### config.mk
export PLATFORM = sky130hd
export DESIGN_NAME = hsv_to_rgb_converter
export DESIGN_NICKNAME = d
export VERILOG_FILES = /design/src/rtl/hsv_pkg.sv /design/src/rtl/hsv_to_rgb_converter.sv
export SDC_FILE = /design/constraint.sdc
export NUM_CORES = 2
export LEC_CHECK = 0
export ABC_AREA = 1
export BUFFER_PORTS_ARGS = -buffer_cell sky130_fd_sc_hd__buf_2
export CORE_UTILIZATION = 64
export DETAILED_ROUTE_END_ITERATION = 7
export GPL_TIMING_DRIVEN = 1
export PLACE_DENSITY_LB_ADDON = 0.05
export SLEW_MARGIN = 10
export SYNTH_ARGS = -nofsm -noshare
export SYNTH_HDL_FRONTEND = slang
export SYNTH_SLANG_ARGS = --single-unit
### constraint.sdc
create_clock -name clock -period 12.9 [get_ports clock]
set_clock_uncertainty 0.2 [all_clocks]
set_input_delay 2.58 -clock clock [delete_from_list [all_inputs] [get_ports clock]]
set_output_delay 2.58 -clock clock [all_outputs]
set_load 0.02 [all_outputs]
### src/rtl/hsv_pkg.sv
package hsv_pkg;

   // Field widths.
   localparam int HUE_W  = 9;
   localparam int CHAN_W = 8;

   // Hue is split into sixty-degree sectors.
   localparam int SECTOR_DEG = 60;
   localparam int SECTOR_NUM = 6;
   localparam int REM_W      = 6;
   // Largest quotient of a 9-bit hue by sixty.
   localparam int QUO_MAX    = ((2 ** HUE_W) - 1) / SECTOR_DEG;
   localparam int QUO_W      = $clog2(QUO_MAX + 1);

   // Full scale of a channel and of the hue-weighted mixing terms.
   localparam int CHAN_MAX = (2 ** CHAN_W) - 1;
   localparam int Q_SCALE  = SECTOR_DEG * CHAN_MAX;
   localparam int MIX_W    = 14;

   // Rounding bias added before the floor division.
   localparam int Q_BIAS = Q_SCALE / 2;
   localparam int P_BIAS = CHAN_MAX / 2;

   // Numerator widths for the q/t terms and the p term.
   localparam int NQ_W = MIX_W + CHAN_W;
   localparam int XQ_W = NQ_W - 2;
   localparam int NP_W = 2 * CHAN_W;

   // Division by 15300 is done as a shift by two and a divide by 3825.
   localparam int Q_DIV    = Q_SCALE / 4;
   localparam int Q_SHIFT  = XQ_W;
   localparam int Q_RECIP  = (2 ** Q_SHIFT) / Q_DIV;
   localparam int Q_PROD_W = 28;

   // Division by 255 through its reciprocal.
   localparam int P_DIV    = CHAN_MAX;
   localparam int P_SHIFT  = NP_W;
   localparam int P_RECIP  = (2 ** P_SHIFT) / P_DIV;
   localparam int P_PROD_W = 24;

   // Hue sector, named after the two primaries or secondaries it spans.
   typedef enum logic [2:0] {
      SECTOR_RED_YEL = 3'd0,
      SECTOR_YEL_GRN = 3'd1,
      SECTOR_GRN_CYN = 3'd2,
      SECTOR_CYN_BLU = 3'd3,
      SECTOR_BLU_MAG = 3'd4,
      SECTOR_MAG_RED = 3'd5
   } sector_type;

endpackage

### src/rtl/hsv_to_rgb_converter.sv
// Each word passes the sector, mixing, scaling, estimate and output registers in order.
// Throughput: one word per cycle while the response side is ready.
// Depth is set by the two multiply stages and the reciprocal divide with its correction.
// The whole pipeline stalls together when a response word is held, so nothing is lost.
// Synchronous reset clears all stage valid bits; the datapath is not reset.
module hsv_to_rgb_converter
   import hsv_pkg::*;
(
   input  logic              clock,
   input  logic              reset,
   input  logic              req_valid,
   output logic              req_ready,
   input  logic [HUE_W-1:0]  req_hue,
   input  logic [CHAN_W-1:0] req_saturation,
   input  logic [CHAN_W-1:0] req_brightness,
   output logic              rsp_valid,
   input  logic              rsp_ready,
   output logic [CHAN_W-1:0] rsp_red,
   output logic [CHAN_W-1:0] rsp_green,
   output logic [CHAN_W-1:0] rsp_blue
);

   // Pipeline advances whenever the output register is empty or being drained.
   logic rsp_valid_ff;
   logic adv;
   assign adv       = rsp_ready || !rsp_valid_ff;
   assign req_ready = adv;

   // ---------------- Stage 1: sector and remainder of the hue ----------------
   logic [QUO_W-1:0]  quo;
   logic [REM_W-1:0]  rem1_in;
   sector_type        sec1_in;
   logic              val1_ff;
   logic [REM_W-1:0]  rem1_ff;
   sector_type        sec1_ff;
   logic [CHAN_W-1:0] sat1_ff;
   logic [CHAN_W-1:0] bri1_ff;

   // Count the sector boundaries at or below the hue; the compares are independent.
   always_comb begin
      quo = '0;
      for (int i = 1; i <= QUO_MAX; i++) begin
         if (req_hue >= HUE_W'(i * SECTOR_DEG)) begin
            quo = quo + QUO_W'(1);
         end
      end
      rem1_in = REM_W'(req_hue - HUE_W'(quo) * HUE_W'(SECTOR_DEG));
      if (quo >= QUO_W'(SECTOR_NUM)) begin
         sec1_in = sector_type'(3'(quo - QUO_W'(SECTOR_NUM)));
      end else begin
         sec1_in = sector_type'(3'(quo));
      end
   end

   always_ff @(posedge clock) begin
      if (reset) begin
         val1_ff <= 1'b0;
      end else if (adv) begin
         val1_ff <= req_valid;
      end
   end

   always_ff @(posedge clock) begin
      if (adv) begin
         rem1_ff <= rem1_in;
         sec1_ff <= sec1_in;
         sat1_ff <= req_saturation;
         bri1_ff <= req_brightness;
      end
   end

   // ---------------- Stage 2: saturation-weighted mixing factors ----------------
   logic [MIX_W-1:0]  fq2_in;
   logic [MIX_W-1:0]  ft2_in;
   logic [CHAN_W-1:0] fp2_in;
   logic              val2_ff;
   logic [MIX_W-1:0]  fq2_ff;
   logic [MIX_W-1:0]  ft2_ff;
   logic [CHAN_W-1:0] fp2_ff;
   sector_type        sec2_ff;
   logic [CHAN_W-1:0] bri2_ff;

   always_comb begin
      fq2_in = MIX_W'(Q_SCALE) - MIX_W'(sat1_ff) * MIX_W'(rem1_ff);
      ft2_in = MIX_W'(Q_SCALE)
             - MIX_W'(sat1_ff) * MIX_W'(REM_W'(SECTOR_DEG) - rem1_ff);
      fp2_in = CHAN_W'(CHAN_MAX) - sat1_ff;
   end

   always_ff @(posedge clock) begin
      if (reset) begin
         val2_ff <= 1'b0;
      end else if (adv) begin
         val2_ff <= val1_ff;
      end
   end

   always_ff @(posedge clock) begin
      if (adv) begin
         fq2_ff  <= fq2_in;
         ft2_ff  <= ft2_in;
         fp2_ff  <= fp2_in;
         sec2_ff <= sec1_ff;
         bri2_ff <= bri1_ff;
      end
   end

   // ---------------- Stage 3: scale by brightness and add rounding bias ----------------
   logic [NQ_W-1:0]   nq3_in;
   logic [NQ_W-1:0]   nt3_in;
   logic [NP_W-1:0]   np3_in;
   logic              val3_ff;
   logic [NQ_W-1:0]   nq3_ff;
   logic [NQ_W-1:0]   nt3_ff;
   logic [NP_W-1:0]   np3_ff;
   sector_type        sec3_ff;
   logic [CHAN_W-1:0] bri3_ff;

   always_comb begin
      nq3_in = NQ_W'(bri2_ff) * NQ_W'(fq2_ff) + NQ_W'(Q_BIAS);
      nt3_in = NQ_W'(bri2_ff) * NQ_W'(ft2_ff) + NQ_W'(Q_BIAS);
      np3_in = NP_W'(bri2_ff) * NP_W'(fp2_ff) + NP_W'(P_BIAS);
   end

   always_ff @(posedge clock) begin
      if (reset) begin
         val3_ff <= 1'b0;
      end else if (adv) begin
         val3_ff <= val2_ff;
      end
   end

   always_ff @(posedge clock) begin
      if (adv) begin
         nq3_ff  <= nq3_in;
         nt3_ff  <= nt3_in;
         np3_ff  <= np3_in;
         sec3_ff <= sec2_ff;
         bri3_ff <= bri2_ff;
      end
   end

   // ---------------- Stage 4: reciprocal estimate of the quotients ----------------
   // The estimate is the true quotient or one below it.
   logic [XQ_W-1:0]     xq4_in;
   logic [XQ_W-1:0]     xt4_in;
   logic [Q_PROD_W-1:0] pq4;
   logic [Q_PROD_W-1:0] pt4;
   logic [P_PROD_W-1:0] pp4;
   logic                val4_ff;
   logic [XQ_W-1:0]     xq4_ff;
   logic [XQ_W-1:0]     xt4_ff;
   logic [NP_W-1:0]     xp4_ff;
   logic [CHAN_W-1:0]   eq4_ff;
   logic [CHAN_W-1:0]   et4_ff;
   logic [CHAN_W-1:0]   ep4_ff;
   sector_type          sec4_ff;
   logic [CHAN_W-1:0]   bri4_ff;

   always_comb begin
      xq4_in = nq3_ff[NQ_W-1:2];
      xt4_in = nt3_ff[NQ_W-1:2];
      pq4    = Q_PROD_W'(xq4_in) * Q_PROD_W'(Q_RECIP);
      pt4    = Q_PROD_W'(xt4_in) * Q_PROD_W'(Q_RECIP);
      pp4    = P_PROD_W'(np3_ff) * P_PROD_W'(P_RECIP);
   end

   always_ff @(posedge clock) begin
      if (reset) begin
         val4_ff <= 1'b0;
      end else if (adv) begin
         val4_ff <= val3_ff;
      end
   end

   always_ff @(posedge clock) begin
      if (adv) begin
         xq4_ff  <= xq4_in;
         xt4_ff  <= xt4_in;
         xp4_ff  <= np3_ff;
         eq4_ff  <= pq4[Q_SHIFT+CHAN_W-1:Q_SHIFT];
         et4_ff  <= pt4[Q_SHIFT+CHAN_W-1:Q_SHIFT];
         ep4_ff  <= pp4[P_SHIFT+CHAN_W-1:P_SHIFT];
         sec4_ff <= sec3_ff;
         bri4_ff <= bri3_ff;
      end
   end

   // ---------------- Stage 5: quotient correction and sector permutation ----------------
   logic [XQ_W-1:0]   remq;
   logic [XQ_W-1:0]   remt;
   logic [NP_W-1:0]   remp;
   logic [CHAN_W-1:0] mq;
   logic [CHAN_W-1:0] mt;
   logic [CHAN_W-1:0] mp;
   logic [CHAN_W-1:0] red_in;
   logic [CHAN_W-1:0] green_in;
   logic [CHAN_W-1:0] blue_in;
   logic [CHAN_W-1:0] red_ff;
   logic [CHAN_W-1:0] green_ff;
   logic [CHAN_W-1:0] blue_ff;

   // One compare and increment fixes an estimate that fell one short.
   always_comb begin
      remq = xq4_ff - XQ_W'(eq4_ff) * XQ_W'(Q_DIV);
      remt = xt4_ff - XQ_W'(et4_ff) * XQ_W'(Q_DIV);
      remp = xp4_ff - NP_W'(ep4_ff) * NP_W'(P_DIV);
      mq   = eq4_ff + CHAN_W'(remq >= XQ_W'(Q_DIV));
      mt   = et4_ff + CHAN_W'(remt >= XQ_W'(Q_DIV));
      mp   = ep4_ff + CHAN_W'(remp >= NP_W'(P_DIV));
   end

   // Standard HSV permutation of value and the three mixing terms.
   always_comb begin
      case (sec4_ff)
         SECTOR_RED_YEL: begin
            red_in = bri4_ff; green_in = mt;      blue_in = mp;
         end
         SECTOR_YEL_GRN: begin
            red_in = mq;      green_in = bri4_ff; blue_in = mp;
         end
         SECTOR_GRN_CYN: begin
            red_in = mp;      green_in = bri4_ff; blue_in = mt;
         end
         SECTOR_CYN_BLU: begin
            red_in = mp;      green_in = mq;      blue_in = bri4_ff;
         end
         SECTOR_BLU_MAG: begin
            red_in = mt;      green_in = mp;      blue_in = bri4_ff;
         end
         default: begin
            red_in = bri4_ff; green_in = mp;      blue_in = mq;
         end
      endcase
   end

   always_ff @(posedge clock) begin
      if (reset) begin
         rsp_valid_ff <= 1'b0;
      end else if (adv) begin
         rsp_valid_ff <= val4_ff;
      end
   end

   always_ff @(posedge clock) begin
      if (adv) begin
         red_ff   <= red_in;
         green_ff <= green_in;
         blue_ff  <= blue_in;
      end
   end

   assign rsp_valid = rsp_valid_ff;
   assign rsp_red   = red_ff;
   assign rsp_green = green_ff;
   assign rsp_blue  = blue_ff;

   // ---------------- Checks ----------------
   // The reciprocal estimates are never more than one short.
   a_rem_bound: assert property (@(posedge clock) disable iff (reset)
      val4_ff |-> (remq < XQ_W'(2 * Q_DIV)) && (remt < XQ_W'(2 * Q_DIV))
                  && (remp < NP_W'(2 * P_DIV)))
      else $error("quotient estimate out of range");

   // No mixing term exceeds the brightness.
   a_mix_le_value: assert property (@(posedge clock) disable iff (reset)
      val4_ff |-> (mq <= bri4_ff) && (mt <= bri4_ff) && (mp <= bri4_ff))
      else $error("mixing term above brightness");

   // A word leaving stage four reaches the output register.
   a_stage_to_out: assert property (@(posedge clock) disable iff (reset)
      val4_ff && adv |=> rsp_valid_ff)
      else $error("word dropped at output stage");

   // Input is only held off while a response word is waiting.
   a_ready_stall: assert property (@(posedge clock) disable iff (reset)
      !req_ready |-> rsp_valid_ff && !rsp_ready)
      else $error("input stalled without output backpressure");

endmodule

; Word level (Yosys, flattened, before mapping)
; Index checks and enable logic that the tools add are counted.
[classes]
multipliers = 12
n_eq_ne = 4
n_addsub = 22
order_cmp = 12
n_reduce_logical = 7
mux = 12
[ops]
columns = op, count
row1 = 8-bit one-hot mux with 3 select lines, 3
row2 = 20-bit by 8-bit multiplier with 27-bit output (second input constant), 2
row3 = 22-bit by 13-bit adder with 22-bit output (second input constant), 2
row4 = 8-bit by 14-bit multiplier with 22-bit output, 2
row5 = 20-bit by 12-bit greater-or-equal comparator with 1-bit output (second input constant), 2
row6 = 8-bit by 12-bit multiplier with 20-bit output (second input constant), 2
row7 = 20-bit subtractor, 2
row8 = 9-bit greater-or-equal comparator (second input constant), 4
row9 = 4-bit by 1-bit adder with 4-bit output (second input constant), 7
row10 = 4-bit two-way mux, 7
row11 = 14-bit subtractor (first input constant), 2
row12 = 8-bit by 1-bit adder with 8-bit output, 3
row13 = 16-bit by 9-bit multiplier with 24-bit output (second input constant), 1
row14 = 9-bit by 8-bit greater-or-equal comparator with 1-bit output (second input constant), 2
row15 = 16-bit by 7-bit adder with 16-bit output (second input constant), 1
row16 = 16-bit by 8-bit greater-or-equal comparator with 1-bit output (second input constant), 1
row17 = 8-bit by 8-bit multiplier with 16-bit output, 1
row18 = 8-bit by 8-bit multiplier with 16-bit output (second input constant), 1
row19 = 16-bit subtractor, 1
row20 = 8-bit by 6-bit multiplier with 14-bit output, 1
row21 = 9-bit by 7-bit multiplier with 14-bit output, 1
row22 = 9-bit by 6-bit greater-or-equal comparator with 1-bit output (second input constant), 1
row23 = 9-bit by 7-bit greater-or-equal comparator with 1-bit output (second input constant), 1
row24 = 2-bit OR reduction, 4
row25 = 14 further kinds, 15
[totals]
register_bits = 263
out_inout_bits = 26

; Logic depth before layout (Yosys ltp)
[depth]
ltp_word = 18
ltp_mapped = 39

; Worst setup path after synthesis
; No wires, ideal clock.
[synth_timing]
path_kind = input to output
from = input port rsp_ready
to = output port req_ready
n_path_buf = 0
arrival_time_ns = 7.722
cell_stages = 2
path_slack_ns = 2.398
cell_sequence = nor2_1 -> inv_1
[synth_via]
elab_chain_len = 1
[synth_lines]
columns = element, line
row1 = start: declaration, hsv_to_rgb_converter.sv:17  ; input logic rsp_ready,
row2 = 1-bit logical OR, hsv_to_rgb_converter.sv:26  ; assign adv = rsp_ready || !rsp_valid_ff;
row3 = end: declaration, hsv_to_rgb_converter.sv:12  ; output logic req_ready,
; No other way between the ends.

; Final worst setup path
[layout_timing]
from = input port req_hue[8]
to = register rem1_ff[5] (data pin)
[layout_via]
elab_chain_len = 18
[layout_lines]
columns = element, line
row1 = start: declaration, hsv_to_rgb_converter.sv:13  ; input logic [HUE_W-1:0] req_hue,
row2 = 9-bit by 6-bit greater-or-equal comparator with 1-bit output, hsv_to_rgb_converter.sv:43  ; if (req_hue >= HUE_W'(i * SECTOR_DEG)) begin
row3 = 1-bit two-way mux, hsv_to_rgb_converter.sv:43
row4 = 4-bit by 1-bit adder with 4-bit output, hsv_to_rgb_converter.sv:44  ; quo = quo + QUO_W'(1);
row5 = 4-bit two-way mux, hsv_to_rgb_converter.sv:43
row6 = 4-bit by 1-bit adder with 4-bit output, hsv_to_rgb_converter.sv:44
row7 = 4-bit two-way mux, hsv_to_rgb_converter.sv:43
row8 = 4-bit by 1-bit adder with 4-bit output, hsv_to_rgb_converter.sv:44
row9 = 4-bit two-way mux, hsv_to_rgb_converter.sv:43
row10 = (+3 left out), -
row11 = 4-bit two-way mux, hsv_to_rgb_converter.sv:43
row12 = 4-bit by 1-bit adder with 4-bit output, hsv_to_rgb_converter.sv:44
row13 = 4-bit two-way mux, hsv_to_rgb_converter.sv:43
row14 = 4-bit by 1-bit adder with 4-bit output, hsv_to_rgb_converter.sv:44
row15 = 4-bit two-way mux (*), hsv_to_rgb_converter.sv:43
row16 = 4-bit by 1-bit multiplier with 4-bit output (*), hsv_to_rgb_converter.sv:47  ; rem1_in = REM_W'(req_hue - HUE_W'(quo) * HUE_W'(SECTOR_DEG));
row17 = 6-bit subtractor (*), hsv_to_rgb_converter.sv:47
row18 = named net rem1_in[5], hsv_to_rgb_converter.sv:31  ; logic [REM_W-1:0] rem1_in;
row19 = end signal: assignment, hsv_to_rgb_converter.sv:65  ; rem1_ff <= rem1_in;
row20 = end: declaration, hsv_to_rgb_converter.sv:34  ; logic [REM_W-1:0] rem1_ff;
; Mark *: on every way through the listed nets, which the timed path passes. The rest lies on a longest branch.
; A chain may end at the register's enable or synchronous reset.

==> reports/results.txt <==
Clock root buffer - clkbuf_16
CP Launch Type - input port
Sequential share of the synthesized area - 22.3%
Starting Density - 65.2%
Crit-path slowest cell - ha_1
Top FF cell, synth - edfxtp_1
CP max stage delay - 0.34 ns
Synth Area in XOR/XNOR - 4.05%
Layout Area Growth over Synthesis - 5.42%
Clk pin slew, worst setup/hold paths - 0.06 ns
Yosys top cell by area - fa_1
IO Count - 55
Initial DRC count - 1171
Dpl cells - 4590
# setup viols final - 0
Multiplexer share of the synthesized area - 0%
DP HPWL - 54400 um
Critical Path AT - 8.24 ns
Clock latency on the worst-skew pair - 0.58 ns
Syn avg cell area - 8.81 um2
Largest family of logic cells by synthesized area - adder cells
Adder-Cell Fraction of Synth Area - 42.5%
Most Frequent Cell on Critical Path - nand2_1
Diodes inserted - 0
Grt ovf - 0
CTS H-tree lvls - 1
Largest net degree at the start of global routing - 115
Cell variety after synth - 52
Mapped cell area - 34500 um2
Fin cells - 4646
Vias per cell - 5.13
Cts bufs inserted - 30
RSZ-0062 raised after global routing - false
Post-route setup TNS - 0 ns
ANT nets after route - 0
Slew Limit Fails - 0
Setup crit end kind - flop
Router iterations before antenna repair - 6
All-Layer GR Usage - 25.3%
CTS tree - yes
DR DRC count - 0
Synth async-reset ratio - 0%
Routed vias - 23.8k
Die area - 54900 um2
Antenna violations before repair - 1
Final Hold Vio Count - 0
#FFs+latches synth - 258
Post-layout net count - 4897
# rows - 84
Highest routed layer - met4
Hold crit path type - flop to flop
Hold_buf cts - 0
Cell family with the largest share of critical-path delay - adder cells
Final GP Congestion - 0.935
Die Span Y - 234 um
# clock sinks - 258
Met3 wire length - 2230 um
Final period util - 62.9%
WL/cell - 14.1 um
Worst-margin pin slew - 1.06 ns
Smallest hold slack - 0.214 ns
CTS resizes - 0
Outcome - completed
Min Tclk post-route - 8.11 ns
Bufs and invs on worst path - 9
Post-synth top area share - 23.1%
Vias in the first global route - 24.0k
IO Port Bufs - 54
Worst EP required - 13.03 ns
Fmax - 123 MHz
Total Wirelength - 65600 um
First-pass GRT wire length - 112000 um
Synth top area cells - fa_1 23%, edfxtp_1 22%, ha_1 19%
Setup Crit Path Kind - input port to flop
WL met2 - 31400 um
CTS Buffer Depth - 3
Core box area - 53000 um2
Simple-Gate Fraction of Synth Area - 12.8%
Max-cap violations - 0
CP Max Fanout - 7
M1 WL - 30700 um
Post-CTS Repair Setup Buffers - 0
Max transition margin - 28.5%
Synth Instances - 3920
Compound-Gate Fraction of Synth Area - 5.75%
Post-synth EDFFs - 253
Yosys warns - 0
Mapped Nets - 4883
Die width - 234 um
Layout cells sized above 1 - 4.02%
-- per-layer routing --
| metal | GRT usage [%] | up-vias |
|---|---|---|
| met5 | 0 | - |
| met4 | 5.11 | 0 |
| met3 | 2.25 | 70 |
| met2 | 44.1 | 395 |
| met1 | 34.5 | 11246 |
| li1 | - | 12102 |
-- logic make-up (layout without fill, tap and decap cells) --
family,count (synthesis),after routing
buf+inv,1155,1193
simple gates,1069,1069
fa+ha+maj,934,934
compound gates,345,345
flops,258,258
xor+xnor,159,159
-- worst paths after layout --
path	cells after the start	startpoint	slack [ns]	end
setup / recovery	39	req_hue[8]	4.79	rem1_ff[5]$_DFFE_PP_
hold reg to reg	0	bri1_ff[5]$_DFFE_PP_	0.21	bri2_ff[5]$_DFFE_PP_
setup reg to reg	27	et4_ff[0]$_DFFE_PP_	6.01	rsp_green[6]$_DFFE_PP_
hold / removal	0	bri1_ff[5]$_DFFE_PP_	0.21	bri2_ff[5]$_DFFE_PP_
-- final cells by class --
class	count	area, um2
clock inverters	17	203
inverters	1073	4040
fillers	4361	16600
repair buffers	64	345
well taps	688	861
flip-flops and latches	258	7700
multi-input cells	2507	22500
clock buffers	39	785
-- stage by stage --
step / instance area (um2) / worst slack (ns) / util [%]
2_1_floorplan: 34500 / 2.40 / -
3_3_place_gp: 35400 / 4.32 / 66.9
3_5_place_dp: 35400 / 4.20 / 66.9
4_1_cts: 36400 / 4.80 / 68.7
5_1_grt: 36400 / 4.27 / 68.7
6_report: 36400 / 4.79 / 68.7
-- cells in the mapped netlist (all sizes together), types with 21 or more instances --
cell and instances:
nand2 722, nand3 90, edfxtp 253, o21ai 82
inv 1072, clkbuf 81, nand4 29, xnor2 53
ha 536, a21oi 170, xor2 106, nor2 171
nor3 21, fa 398
-- worst register-to-register path, cell delays in order, from the launching register on --
cell and delay, ns:
edfxtp_1 0.54, inv_1 0.19, fa_1 0.54, inv_1 0.06, fa_1 0.51, inv_1 0.05, fa_1 0.47, inv_1 0.05
fa_1 0.53, inv_1 0.04, ha_1 0.35, nand2_1 0.15, nor4_1 0.51, a21oi_1 0.19, o21ai_0 0.23, xnor2_1 0.15
nand2_1 0.06, nor2_1 0.15, nand2_1 0.07, nor2_1 0.12, nand2_1 0.12, ha_1 0.24, ha_1 0.23, nand4_1 0.11
xor2_1 0.33, nor2_1 0.07, a221oi_1 0.21, o21ai_0 0.15
-- sequential cells by signal (all words and copies together), names as in the netlist, 13 cells and up --
name and count:
xt4_ff 20, fq2_ff 14, xp4_ff 16, np3_ff 16, ft2_ff 13, xq4_ff 20, nq3_ff 20, nt3_ff 20
-- cell usage in the layout (no fill, tap or decap), types with 6 or more instances in the layout --
master	instances
a31oi_1	8
nand2_1	700
o2111ai_1	12
ha_1	536
nand3_1	86
xor2_1	106
o211ai_1	7
nand2_2	20
a21o_1	18
nor2_1	169
clkbuf_16	30
buf_4	10
nor3_1	21
clkbuf_1	9
o21bai_1	8
buf_2	54
o22ai_1	8
inv_1	1067
o31ai_1	8
edfxtp_1	253
fa_1	398
or2_2	15
a21oi_1	170
a211oi_1	9
and2_1	6
clkinv_1	6
xnor2_1	52
nand4_1	29
o21ai_0	76
Power is not shown: default switching activity piles up to over one toggle a cycle in this logic, so the estimate is an artifact.
